==> config.mk <==
export PLATFORM = sky130hd
export DESIGN_NAME = vfv_seq
export DESIGN_NICKNAME = d
export VERILOG_FILES = /design/src/vfv_pkg.sv /design/src/vfv_seq.sv
export SDC_FILE = /design/constraint.sdc
export NUM_CORES = 1
export LEC_CHECK = 0
export CELL_PAD_IN_SITES_DETAIL_PLACEMENT = 1
export CELL_PAD_IN_SITES_GLOBAL_PLACEMENT = 2
export CORE_MARGIN = 4
export CORE_UTILIZATION = 36
export CTS_CLUSTER_DIAMETER = 30
export DETAILED_ROUTE_END_ITERATION = 8
export DONT_BUFFER_PORTS = 1
export PLACE_DENSITY_LB_ADDON = 0.1
export SYNTH_ARGS = -nofsm -noshare
export SYNTH_HDL_FRONTEND = slang
export SYNTH_SLANG_ARGS = --single-unit
==> constraint.sdc <==
create_clock -name clk -period 2.7 [get_ports clk]
set_input_delay 0 -clock clk [delete_from_list [all_inputs] [get_ports clk]]
set_output_delay 0 -clock clk [all_outputs]
set_load 0.03 [all_outputs]
==> src/vfv_pkg.sv <==
// Shared types, voxel codes and the id classification for the voxel face visibility block.
`default_nettype none

package vfv_pkg;

  localparam int SIDE_DEFAULT = 16;
  localparam int CODE_W = 3;

  localparam logic [CODE_W-1:0] CODE_EMPTY = 3'd0;
  localparam logic [CODE_W-1:0] CODE_GRASS = 3'd1;
  localparam logic [CODE_W-1:0] CODE_SAND  = 3'd2;
  localparam logic [CODE_W-1:0] CODE_WATER = 3'd3;
  localparam logic [CODE_W-1:0] CODE_OTHER = 3'd4;

  localparam logic [15:0] ID_EMPTY = 16'd0;
  localparam logic [15:0] ID_GRASS = 16'd1;
  localparam logic [15:0] ID_SAND  = 16'd2;
  localparam logic [15:0] ID_WATER = 16'd3;

  localparam logic MODE_WRITE = 1'b0;
  localparam logic MODE_QUERY = 1'b1;

  localparam logic [1:0] COLOUR_OTHER = 2'd3;

  typedef struct packed {
    logic        mode;
    logic [5:0]  coord_x;
    logic [5:0]  coord_y;
    logic [5:0]  coord_z;
    logic [15:0] block_id;
  } in_t;

  typedef struct packed {
    logic       solid;
    logic [5:0] face_mask;
    logic [1:0] colour_class;
  } out_t;

  function automatic logic [CODE_W-1:0] code_of_id(input logic [15:0] id);
    logic [CODE_W-1:0] code;
    case (id)
      ID_EMPTY: code = CODE_EMPTY;
      ID_GRASS: code = CODE_GRASS;
      ID_SAND:  code = CODE_SAND;
      ID_WATER: code = CODE_WATER;
      default:  code = CODE_OTHER;
    endcase
    return code;
  endfunction

endpackage

`default_nettype wire

==> src/vfv_seq.sv <==
// Sequencer: clearing pass, writes, seven-read queries and the output register.
`default_nettype none

module vfv_seq #(
  parameter int SIDE  = vfv_pkg::SIDE_DEFAULT,
  parameter int DEPTH = SIDE ** 3,
  parameter int AW    = $clog2(DEPTH)
) (
  input  wire logic                       clk,
  input  wire logic                       rst,
  input  wire logic                       in_valid,
  output logic                            in_ready,
  input  wire vfv_pkg::in_t               in_data,
  output logic                            out_valid,
  input  wire logic                       out_ready,
  output vfv_pkg::out_t                   out_data,
  output logic                            mem_we,
  output logic      [AW-1:0]              mem_addr,
  output logic      [vfv_pkg::CODE_W-1:0] mem_wdata,
  input  wire logic [vfv_pkg::CODE_W-1:0] mem_rdata
);

  localparam int SQ = SIDE * SIDE;
  localparam logic [6:0] SIDE_C = 7'(SIDE);
  localparam logic [5:0] LAST = 6'(SIDE - 1);
  localparam logic [AW-1:0] CLR_END = AW'(DEPTH - 1);
  localparam logic [2:0] STEP_CENTER = 3'd0;
  localparam logic [2:0] STEP_ZM = 3'd1;
  localparam logic [2:0] STEP_ZP = 3'd2;
  localparam logic [2:0] STEP_XM = 3'd3;
  localparam logic [2:0] STEP_XP = 3'd4;
  localparam logic [2:0] STEP_YM = 3'd5;
  localparam logic [2:0] STEP_YP = 3'd6;
  localparam logic [2:0] STEP_LAST = 3'd7;

  typedef enum logic [2:0] {
    S_CLEAR,
    S_IDLE,
    S_WRITE,
    S_QUERY,
    S_DONE
  } state_t;

  state_t                     state;
  vfv_pkg::in_t               item;
  logic                       in_range;
  logic [AW-1:0]              clr_addr;
  logic [2:0]                 step;
  logic                       bnd_q;
  logic [vfv_pkg::CODE_W-1:0] code;
  logic [5:0]                 mask;
  logic [5:0]                 nx, ny, nz;
  logic                       bnd;
  logic [AW-1:0]              item_addr;
  vfv_pkg::out_t              res;
  logic                       in_data_range;

  assign in_ready = (state == S_IDLE);
  assign in_data_range = ({1'b0, in_data.coord_x} < SIDE_C) &&
                         ({1'b0, in_data.coord_y} < SIDE_C) &&
                         ({1'b0, in_data.coord_z} < SIDE_C);

  always_comb begin
    nx = item.coord_x;
    ny = item.coord_y;
    nz = item.coord_z;
    bnd = 1'b0;
    unique case (step)
      STEP_ZM: begin
        bnd = (item.coord_z == 6'd0);
        if (!bnd) nz = item.coord_z - 6'd1;
      end
      STEP_ZP: begin
        bnd = (item.coord_z == LAST);
        if (!bnd) nz = item.coord_z + 6'd1;
      end
      STEP_XM: begin
        bnd = (item.coord_x == 6'd0);
        if (!bnd) nx = item.coord_x - 6'd1;
      end
      STEP_XP: begin
        bnd = (item.coord_x == LAST);
        if (!bnd) nx = item.coord_x + 6'd1;
      end
      STEP_YM: begin
        bnd = (item.coord_y == 6'd0);
        if (!bnd) ny = item.coord_y - 6'd1;
      end
      STEP_YP: begin
        bnd = (item.coord_y == LAST);
        if (!bnd) ny = item.coord_y + 6'd1;
      end
      STEP_CENTER, STEP_LAST: begin
      end
      default: begin
      end
    endcase
  end

  assign item_addr = AW'(AW'(nx) * AW'(SQ) + AW'(ny) * AW'(SIDE) + AW'(nz));

  always_comb begin
    mem_we = 1'b0;
    mem_addr = item_addr;
    mem_wdata = vfv_pkg::code_of_id(item.block_id);
    if (state == S_CLEAR) begin
      mem_we = 1'b1;
      mem_addr = clr_addr;
      mem_wdata = vfv_pkg::CODE_EMPTY;
    end else if (state == S_WRITE) begin
      mem_we = in_range;
    end
  end

  always_comb begin
    res.solid = (code != vfv_pkg::CODE_EMPTY);
    res.face_mask = res.solid ? mask : 6'd0;
    if (!res.solid) begin
      res.colour_class = 2'd0;
    end else if (code == vfv_pkg::CODE_OTHER) begin
      res.colour_class = vfv_pkg::COLOUR_OTHER;
    end else begin
      res.colour_class = 2'(code - vfv_pkg::CODE_GRASS);
    end
  end

  always_ff @(posedge clk) begin
    if (rst) begin
      state <= S_CLEAR;
      clr_addr <= '0;
      out_valid <= 1'b0;
      step <= STEP_CENTER;
    end else begin
      if (out_valid && out_ready && state != S_DONE) begin
        out_valid <= 1'b0;
      end
      bnd_q <= bnd;
      unique case (state)
        S_CLEAR: begin
          clr_addr <= clr_addr + AW'(1);
          if (clr_addr == CLR_END) begin
            state <= S_IDLE;
          end
        end
        S_IDLE: begin
          if (in_valid) begin
            item <= in_data;
            in_range <= in_data_range;
            code <= vfv_pkg::CODE_EMPTY;
            mask <= '0;
            step <= STEP_CENTER;
            if (in_data.mode == vfv_pkg::MODE_WRITE) begin
              state <= S_WRITE;
            end else if (in_data_range) begin
              state <= S_QUERY;
            end else begin
              state <= S_DONE;
            end
          end
        end
        S_WRITE: begin
          state <= S_DONE;
        end
        S_QUERY: begin
          step <= step + 3'd1;
          if (step == STEP_ZM) begin
            code <= mem_rdata;
          end else if (step != STEP_CENTER) begin
            mask[3'(step - 3'd2)] <= bnd_q || (mem_rdata == vfv_pkg::CODE_EMPTY);
          end
          if (step == STEP_LAST) begin
            state <= S_DONE;
          end
        end
        S_DONE: begin
          if (!out_valid || out_ready) begin
            out_valid <= 1'b1;
            out_data <= res;
            state <= S_IDLE;
          end
        end
        default: state <= S_IDLE;
      endcase
    end
  end

endmodule

`default_nettype wire

==> results of run 1 <==
==> logic make-up after synthesis <==
| logic type | after synthesis | synth area share |
|---|---|---|
| compound gates | 107 | 0.170 |
| xor+xnor | 13 | 0.0269 |
| fa+ha+maj | 20 | 0.0609 |
| buf+inv | 38 | 0.0382 |
| flops | 73 | 0.473 |
| mux | 7 | 0.0166 |
| simple gates | 183 | 0.214 |
==> layout by cell type, fill, tap and decap left out, types with 3 or more instances in the layout <==
| master | Yosys | routed |
|---|---|---|
| nand3_1 | 14 | 13 |
| nand2_1 | 49 | 47 |
| o21ai_1 | 8 | 13 |
| nor2b_1 | 7 | 5 |
| nor4_1 | 5 | 4 |
| inv_1 | 17 | 12 |
| or3_1 | 4 | 4 |
| o21ai_2 | 0 | 3 |
| nor2_1 | 50 | 49 |
| edfxtp_1 | 54 | 54 |
| and2_1 | 11 | 11 |
| a21o_1 | 5 | 5 |
| buf_6 | 2 | 8 |
| dfxtp_1 | 19 | 18 |
| nand4_1 | 8 | 8 |
| a31oi_1 | 10 | 8 |
| dlygate4sd3_1 | 0 | 40 |
| nand2b_1 | 6 | 5 |
| o21ai_0 | 23 | 15 |
| buf_4 | 0 | 100 |
| o21a_1 | 3 | 3 |
| a21oi_1 | 24 | 21 |
| xor2_1 | 11 | 9 |
| and3_1 | 8 | 5 |
| ha_4 | 0 | 3 |
| inv_2 | 0 | 5 |
| nor3_1 | 9 | 8 |
| clkbuf_16 | 0 | 9 |
| o22ai_1 | 3 | 3 |
| nand3b_1 | 3 | 3 |
| ha_1 | 19 | 16 |
| mux2i_1 | 7 | 7 |
==> cell type report <==
type	instances	area (sq um)	share of cell area
multi-input combinational	330	2290	0.374
sequential	73	2000	0.328
timing repair buffer	150	1280	0.210
clock buffer	10	229	0.0375
tap	143	179	0.0293
clock inverter	6	67.6	0.0111
inverter	17	63.8	0.0104
==> how the worst min path moves through the flow <==
stage | start | to | slack [ns] | cells past startpoint
4_1_cts | in_data[34] | state[0] | 0.02 | 4
6_report | in_data[34] | state[0] | 0.04 | 4
3_3_place_gp | rst | step[0] | 0.07 | 1
5_1_grt | rst | out_data[0] | 0.04 | 2
3_5_place_dp | rst | step[0] | 0.07 | 1
2_1_floorplan | in_data[0] | item[0] | 0.1 | 0
==> layer usage <==
metal | GRT usage | vias up
li1 | - | 1903
met2 | 0.363 | 64
met1 | 0.226 | 1892
met3 | 0.0389 | 17
met5 | 0 | -
met4 | 0.0758 | 0
==> power breakdown <==
part / switching, mW / leakage (nW) / total [mW] / internal (mW)
combinational: 0.717 / 1.56 / 1.23 / 0.514
clock: 0.487 / 0.139 / 1.21 / 0.719
sequential: 0.104 / 0.652 / 1.40 / 1.30
==> state kept, by name (all words and copies together), names as in the netlist <==
register	cells
item	34
clr_addr	12
out_data	9
mask	6
code	3
state	3
step	3
bnd_q	1
in_range	1
out_valid	1
==> repair_timing <==
action / CTS / global route
endpoints found under the hold margin: 60 / 0
hold buffers: 40 / 0
setup buffers: 13 / 3
pin swaps: 24 / 12
resized for setup: 37 / 11
setup endpoints to repair: 7 / 7
==> worst max-delay path, cell delays in order (launching register included) <==
cell and delay (ns):
edfxtp_1 0.41, inv_2 0.10, ha_4 0.13, or4b_4 0.49, nand4_1 0.12, o21ai_1 0.07
nor2_1 0.14, a31oi_2 0.07, ha_1 0.36, buf_6 0.12, and3_4 0.20, nand3_4 0.08
a2111oi_4 0.42, nor3_4 0.07, buf_12 0.14
==> metrics by stage <==
stage	std cells	util	hold WS [ns]	TNS [ns]
after floorplan	441	-	0.0989	-0.162
after global placement	658	0.444	0.0685	-0.419
after detailed placement	658	0.444	0.0713	-0.706
after CTS	727	0.527	0.0169	-2.91
after global routing	729	0.533	0.0442	-3.81
final	729	0.533	0.0353	-2.79
==> reports/metrics.cfg, run 1 <==
[status]
outcome = finished, violations left
violations = setup timing

[floorplan]
initial_utilization = 0.369
io_pins = 69
coreArea_sq_um = 11500
row_count = 39
dieArea_sq_um = 13500
fp.dieH_microns = 116
die_x_microns = 116

[placed_design]
port_buffers = 0
globalplace.congestion = 0.878
placed_area_sq_um = 5090
dp_hpwl_microns = 9100
place_ws_ns = -0.269

[worst_setup_path]
crit_path_end = mem_addr[11]
critical_path_class = reg -> out
path_max_fanout = 4
r2r-end = state[1]
reg2reg_depth = 6
startpoint = item[22]
end_kind = output port
crit_required_ns = 2.70
start_kind = flip-flop
r2r-start = clr_addr[2]
ff2ff_setup_slack_ns = 0.74
arrival_ns = 3.27

[power]
power_density_nw_per_um2 = 629
ir_drop_mv = 0.546
leakage_nw = 2.35
total_power_mw = 3.84

[timing]
max_slew_margin = 0.420
hold_violations = 0
setup_viol = 7
slew_violations = 0
period_needed_ns = 3.27
rsz0062_at_grt = yes
max_freq_mhz = 306
tightest_slew_ns = 0.867
clock_skew_ns = 0.00466
fin_ws_ns = -0.570
finalCritPeriodShare = 1.21

[global_routing]
track_usage = 0.198
overflow = 0
grt_max_degree = 26
antenna_found_initial = 0
grt_pass1_wl_microns = 20700
grt_pass1_vias = 4214

[layout]
fill_cells = 1250
num_antenna_cells = 0
nets = 643
final_area_sq_um = 6110
drive_gt1_frac = 0.294
syn_to_final_growth_pct = 44.4

[synthesis]
syn-num-nets = 503
syn_area_sq_um = 4230
synth_warnings = 0
avgSynthCellArea_sq_um = 9.59
yosys-top-cells-area = edfxtp_1 (38%), dfxtp_1 (9.0%), ha_1 (5.6%), nor2_1 (4.4%), nand2_1 (4.3%)
synth_edf_count = 54
yosysUniqueCellTypes = 61
seq_area_frac_synth = 0.473
synth_most_common_cell = edfxtp_1
synth_top_area_share = 0.383
async_reset_ff_frac = 0
syn_inst = 441
ys_ff_latch = 73
yosys.area.top_type = edfxtp_1
synth_ff_type = edfxtp_1
synthTopCellsByCount = edfxtp_1 (54), nor2_1 (50), nand2_1 (49)

[flow_run]
maxCapViolations = 0

[hold_path]
hold_path.class = in -> reg

[routing]
met3_length_microns = 392
top_layer_used = met4
drc = 0
wire_per_inst_microns = 17.6
wl_met1_microns = 5480
drtPass1Iterations = 5
wirelength_microns = 12900
vias = 3876
viasPerCell = 5.32
dr_wl_met2_microns = 6740
antenna_left = 0
initialDrtViolationCount = 154

[clock_network]
numCtsBuffers = 9
clockBufferDepth = 2
htreeDepth = 3
clkTransAtPathRegs_ns = 0.06
clock-sinks = 73
root_buffer = clkbuf_16
cts_tree = yes
clock_latency_ns = 0.34

Note: power is estimated with default switching activity, not from simulation.
==> run 2: changes to the inputs <==
--- a/config.mk
+++ b/config.mk
@@ -8,7 +8,7 @@
 export CELL_PAD_IN_SITES_DETAIL_PLACEMENT = 1
 export CELL_PAD_IN_SITES_GLOBAL_PLACEMENT = 2
 export CORE_MARGIN = 4
-export CORE_UTILIZATION = 36
+export CORE_UTILIZATION = 40
 export CTS_CLUSTER_DIAMETER = 30
 export DETAILED_ROUTE_END_ITERATION = 8
 export DONT_BUFFER_PORTS = 1
==> constraint.sdc (replaced) <==
create_clock -name clk -period 3.35 [get_ports clk]
set_input_delay 0 -clock clk [delete_from_list [all_inputs] [get_ports clk]]
set_output_delay 0 -clock clk [all_outputs]
set_load 0.03 [all_outputs]
==> reports/metrics.cfg, run 2 (synthesis gave the netlist of run 1 again) <==
[power]
leakage_nw = 2.03
power_density_nw_per_um2 = 482
ir_drop_mv = 0.372

[global_routing]
overflow = 0
antenna_found_initial = 0
grt_pass1_wl_microns = 19400
grt_max_degree = 36
track_usage = 0.195
grt_pass1_vias = 3821

[routing]
vias = 3681
wire_per_inst_microns = 18.3
viasPerCell = 5.51
antenna_left = 0
wirelength_microns = 12200
initialDrtViolationCount = 162
drtPass1Iterations = 4
drc = 0

[hold_path]
hold_path.class = in -> reg

[timing]
finalCritPeriodShare = 1.02
finalSetupTns_ns = -0.0509
hold_violations = 0
slew_violations = 0
clock_skew_ns = 0.00361
max_freq_mhz = 294
tightest_slew_ns = 1.03
max_slew_margin = 0.310
setup_viol = 1
period_needed_ns = 3.40
fin_ws_ns = -0.0509
rsz0062_at_grt = yes

[floorplan]
coreArea_sq_um = 10300
io_pins = 69
dieArea_sq_um = 12300
initial_utilization = 0.410
die_x_microns = 111
fp.dieH_microns = 111
row_count = 37

[layout]
largest_register = item
fin_util = 0.537
drive_gt1_frac = 0.222
finalNonFillerCells = 668
largest_register_ffs = 34
final_area_sq_um = 5550
nets = 589
largestRegisters = item (34), clr_addr (12), out_data (9)
syn_to_final_growth_pct = 31.1
num_antenna_cells = 0
final_common_cell = edfxtp_1
layout_common_cells = edfxtp_1 (54), buf_4 (52), nor2_1 (48)

[placed_design]
globalplace.congestion = 0.831
port_buffers = 0
dp_hpwl_microns = 8030
place_ws_ns = 0.109
placedCellCount = 578
placed_area_sq_um = 4470

[clock_network]
htreeDepth = 3
clock-sinks = 73
clkTransAtPathRegs_ns = 0.08
numCtsBuffers = 9
cts_tree = yes
clock_latency_ns = 0.35
root_buffer = clkbuf_8
clockBufferDepth = 2

[status]
outcome = finished, violations left
violations = setup timing

[flow_run]
maxCapViolations = 0

[worst_setup_path]
path_max_fanout = 4
end_kind = output port
start_kind = flip-flop
crit_required_ns = 3.35
critical_path_class = reg -> out
arrival_ns = 3.40

-- run 2: layer usage --
layer,GRT usage,part of all wire,vias to the layer above
li1,-,-,1792
met1,0.231,0.43,1796
met2,0.348,0.52,75
met3,0.0475,0.036,18
met4,0.0624,0.018,0
met5,0,0,-
-- run 2: worst max-delay path, stage by stage (launching register included) --
cell and delay (ns):
edfxtp_1 0.45, inv_2 0.11, ha_4 0.14, or4b_4 0.50, o21bai_4 0.17, o21ai_1 0.08
a21o_1 0.20, ha_1 0.28, a21o_1 0.17, and3_4 0.21, nand3_4 0.08, a2111oi_4 0.40
nor3_2 0.06, buf_4 0.17
-- run 2: power breakdown --
group          switching, mW  internal, mW  total, mW
sequential            0.0899          1.05       1.14
combinational          0.535         0.303      0.838
clock                  0.355         0.347      0.702
-- run 2: path summary, 6_finish.rpt --
path / start / endpoint / slack [ns] / cells past startpoint
max: item[22] / mem_addr[11] / -0.05 / 13
min: in_valid / step[2] / 0.02 / 3
max reg2reg: state[1] / state[0] / 0.72 / 6
min reg2reg: clr_addr[1] / clr_addr[1] / 0.50 / 2
-- run 2: repair_timing --
item / 4_1_cts / 5_1_grt
buffers inserted: 10 / 24
endpoints found under the hold margin: 69 / 0
pin swaps: 5 / 21
hold buffers: 41 / 0
endpoints found under the setup margin: 5 / 6
resized for setup: 14 / 43
-- run 2: cell type report --
class	instances	area [sq um]
clock buffers	10	128
fillers	1131	4780
repair buffers	96	835
inverters	17	63.8
flip-flops and latches	73	2010
multi-input cells	330	2280
well taps	136	170
clock inverters	6	67.6
-- run 2: stage by stage --
step	hold slack, ns	power (mW)
floorplan	0.0989	1.67
global placement	0.0728	1.85
CTS	0.00958	2.65
global route	0.0560	2.82
detailed placement	0.0753	1.86
finish	0.0162	2.68
==> run 3: changes to the inputs <==
--- a/config.mk
+++ b/config.mk
@@ -13,6 +13,7 @@
 export DETAILED_ROUTE_END_ITERATION = 8
 export DONT_BUFFER_PORTS = 1
 export PLACE_DENSITY_LB_ADDON = 0.1
+export SKIP_CTS_REPAIR_TIMING = 1
 export SYNTH_ARGS = -nofsm -noshare
 export SYNTH_HDL_FRONTEND = slang
 export SYNTH_SLANG_ARGS = --single-unit
==> reports/metrics.cfg, run 3 (synthesis gave the netlist of run 1 again) <==
[layout]
largestRegisters = item (34), clr_addr (12), out_data (9)
final_common_cell = edfxtp_1
largest_register_ffs = 34
num_antenna_cells = 0
fill_cells = 1137
syn_to_final_growth_pct = 27.0
fin_util = 0.520
layout_common_cells = edfxtp_1 (54), nor2_1 (48), nand2_1 (48)
multi_input_area_sq_um = 2230
regArea_sq_um = 2000
largest_register = item
drive_gt1_frac = 0.176
finalNonFillerCells = 653
nets = 574

[placed_design]
dp_hpwl_microns = 8030
placedCellCount = 578
place_ws_ns = 0.109
globalplace.congestion = 0.831
port_buffers = 0

[timing]
slew_violations = 0
setup_viol = 2
tightest_slew_ns = 1.03
max_freq_mhz = 288
clock_skew_ns = 0.00506
hold_violations = 0
finalCritPeriodShare = 1.04
max_slew_margin = 0.308
period_needed_ns = 3.47
fin_ws_ns = -0.121
whs_ns = 0.00730
rsz0062_at_grt = yes

[power]
sw_frac_of_total = 0.369
ir_drop_mv = 0.419
power_density_nw_per_um2 = 496
p_int_mw = 1.68
power_frac_clock = 0.266
comb_power_share = 0.307
p_seq_frac = 0.428
p_switching_mw = 0.981
leakage_nw = 1.94

[floorplan]
die_x_microns = 111
row_count = 37
io_pins = 69
dieArea_sq_um = 12300
initial_utilization = 0.410
coreArea_sq_um = 10300
fp.dieH_microns = 111

[routing]
drtPass1Iterations = 4
met3_length_microns = 434
antenna_left = 0
viasPerCell = 5.57
vias = 3636
dr_wl_met2_microns = 6090
wl_met1_microns = 5220
top_layer_used = met4
initialDrtViolationCount = 136
wirelength_microns = 11900
wire_per_inst_microns = 18.2
drc = 0

[worst_setup_path]
crit_required_ns = 3.35
end_kind = output port
start_kind = flip-flop
reg2reg_depth = 6
cp_cell_sequence = inv_2, ha_4, or4b_4, o21bai_4, o21ai_1, a21o_1, ha_1, a21o_1, and3_4, nand3_2, a2111oi_4, nor3_2, buf_4
arrival_ns = 3.47
cp_common_cell = a21o_1
worst_path_max_delay_cell = edfxtp_1
slowest_delay_ns = 0.51
critical_path_class = reg -> out
crit_family = compound AO/OA/AOI/OAI gates
path_max_fanout = 7
worst-path-stages = 13
path_buf_inv = 2

[status]
violations = setup timing
outcome = finished, violations left

[clock_network]
root_buffer = clkbuf_8
clock_latency_ns = 0.36
clkTransAtPathRegs_ns = 0.08
clockBufferDepth = 2
clock-sinks = 73
cts_tree = yes
numCtsBuffers = 9
htreeDepth = 3

[global_routing]
track_usage = 0.176
overflow = 0
grt_pass1_wl_microns = 17500
grt_pass1_vias = 3498
antenna_found_initial = 0
grt_max_degree = 36

[hold_path]
hold_depth = 3
hold_path.class = in -> reg

[flow_run]
maxCapViolations = 0

==> run 3: changes by cell type in the layout (fill, tap and decap cells not counted), sizes merged <==
cell,before,now
buf,55,40
==> run 3: final timing paths <==
check	start	to	slack (ns)
max	item[23]	mem_addr[11]	-0.12
min	in_valid	step[2]	0.007
max reg2reg	state[1]	state[0]	0.71
min reg2reg	clr_addr[1]	clr_addr[1]	0.50
==> run 3: worst min-delay path, cell delays in order <==
cell,delay (ns)
o21ai_0,0.12
a21oi_1,0.17
nor2_1,0.04
==> run 3: routing by layer <==
layer	GRT usage	up-vias
li1	-	1765
met1	0.222	1791
met2	0.296	68
met3	0.0415	12
met4	0.0591	0
met5	0	-
==> run 3: through the flow <==
stage | TNS (ns) | instance area (sq um) | power, mW
CTS | -0.868 | 4660 | 2.57
global route | -0.705 | 5370 | 2.80
global placement | 0 | 4470 | 1.85
floorplan | 0 | 4230 | 1.67
finish | -0.130 | 5370 | 2.66
detailed placement | 0 | 4470 | 1.86
==> run 3: final cells by class <==
cell class                 instances  share of cell area
multi-input combinational        330               0.415
clock inverter                     6              0.0126
clock buffer                      10              0.0238
timing repair buffer              81               0.132
inverter                          17              0.0119
tap                              136              0.0317
sequential                        73               0.373
==> run 3: power by group through the flow <==
| stage | logic [mW] | clock network (mW) | registers [mW] |
|---|---|---|---|
| after floorplan | 0.542 | 0 | 1.13 |
| after global placement | 0.696 | 0 | 1.16 |
| after detailed placement | 0.703 | 0 | 1.16 |
| after CTS | 0.708 | 0.727 | 1.14 |
| after global routing | 0.884 | 0.766 | 1.15 |
| final | 0.816 | 0.708 | 1.14 |
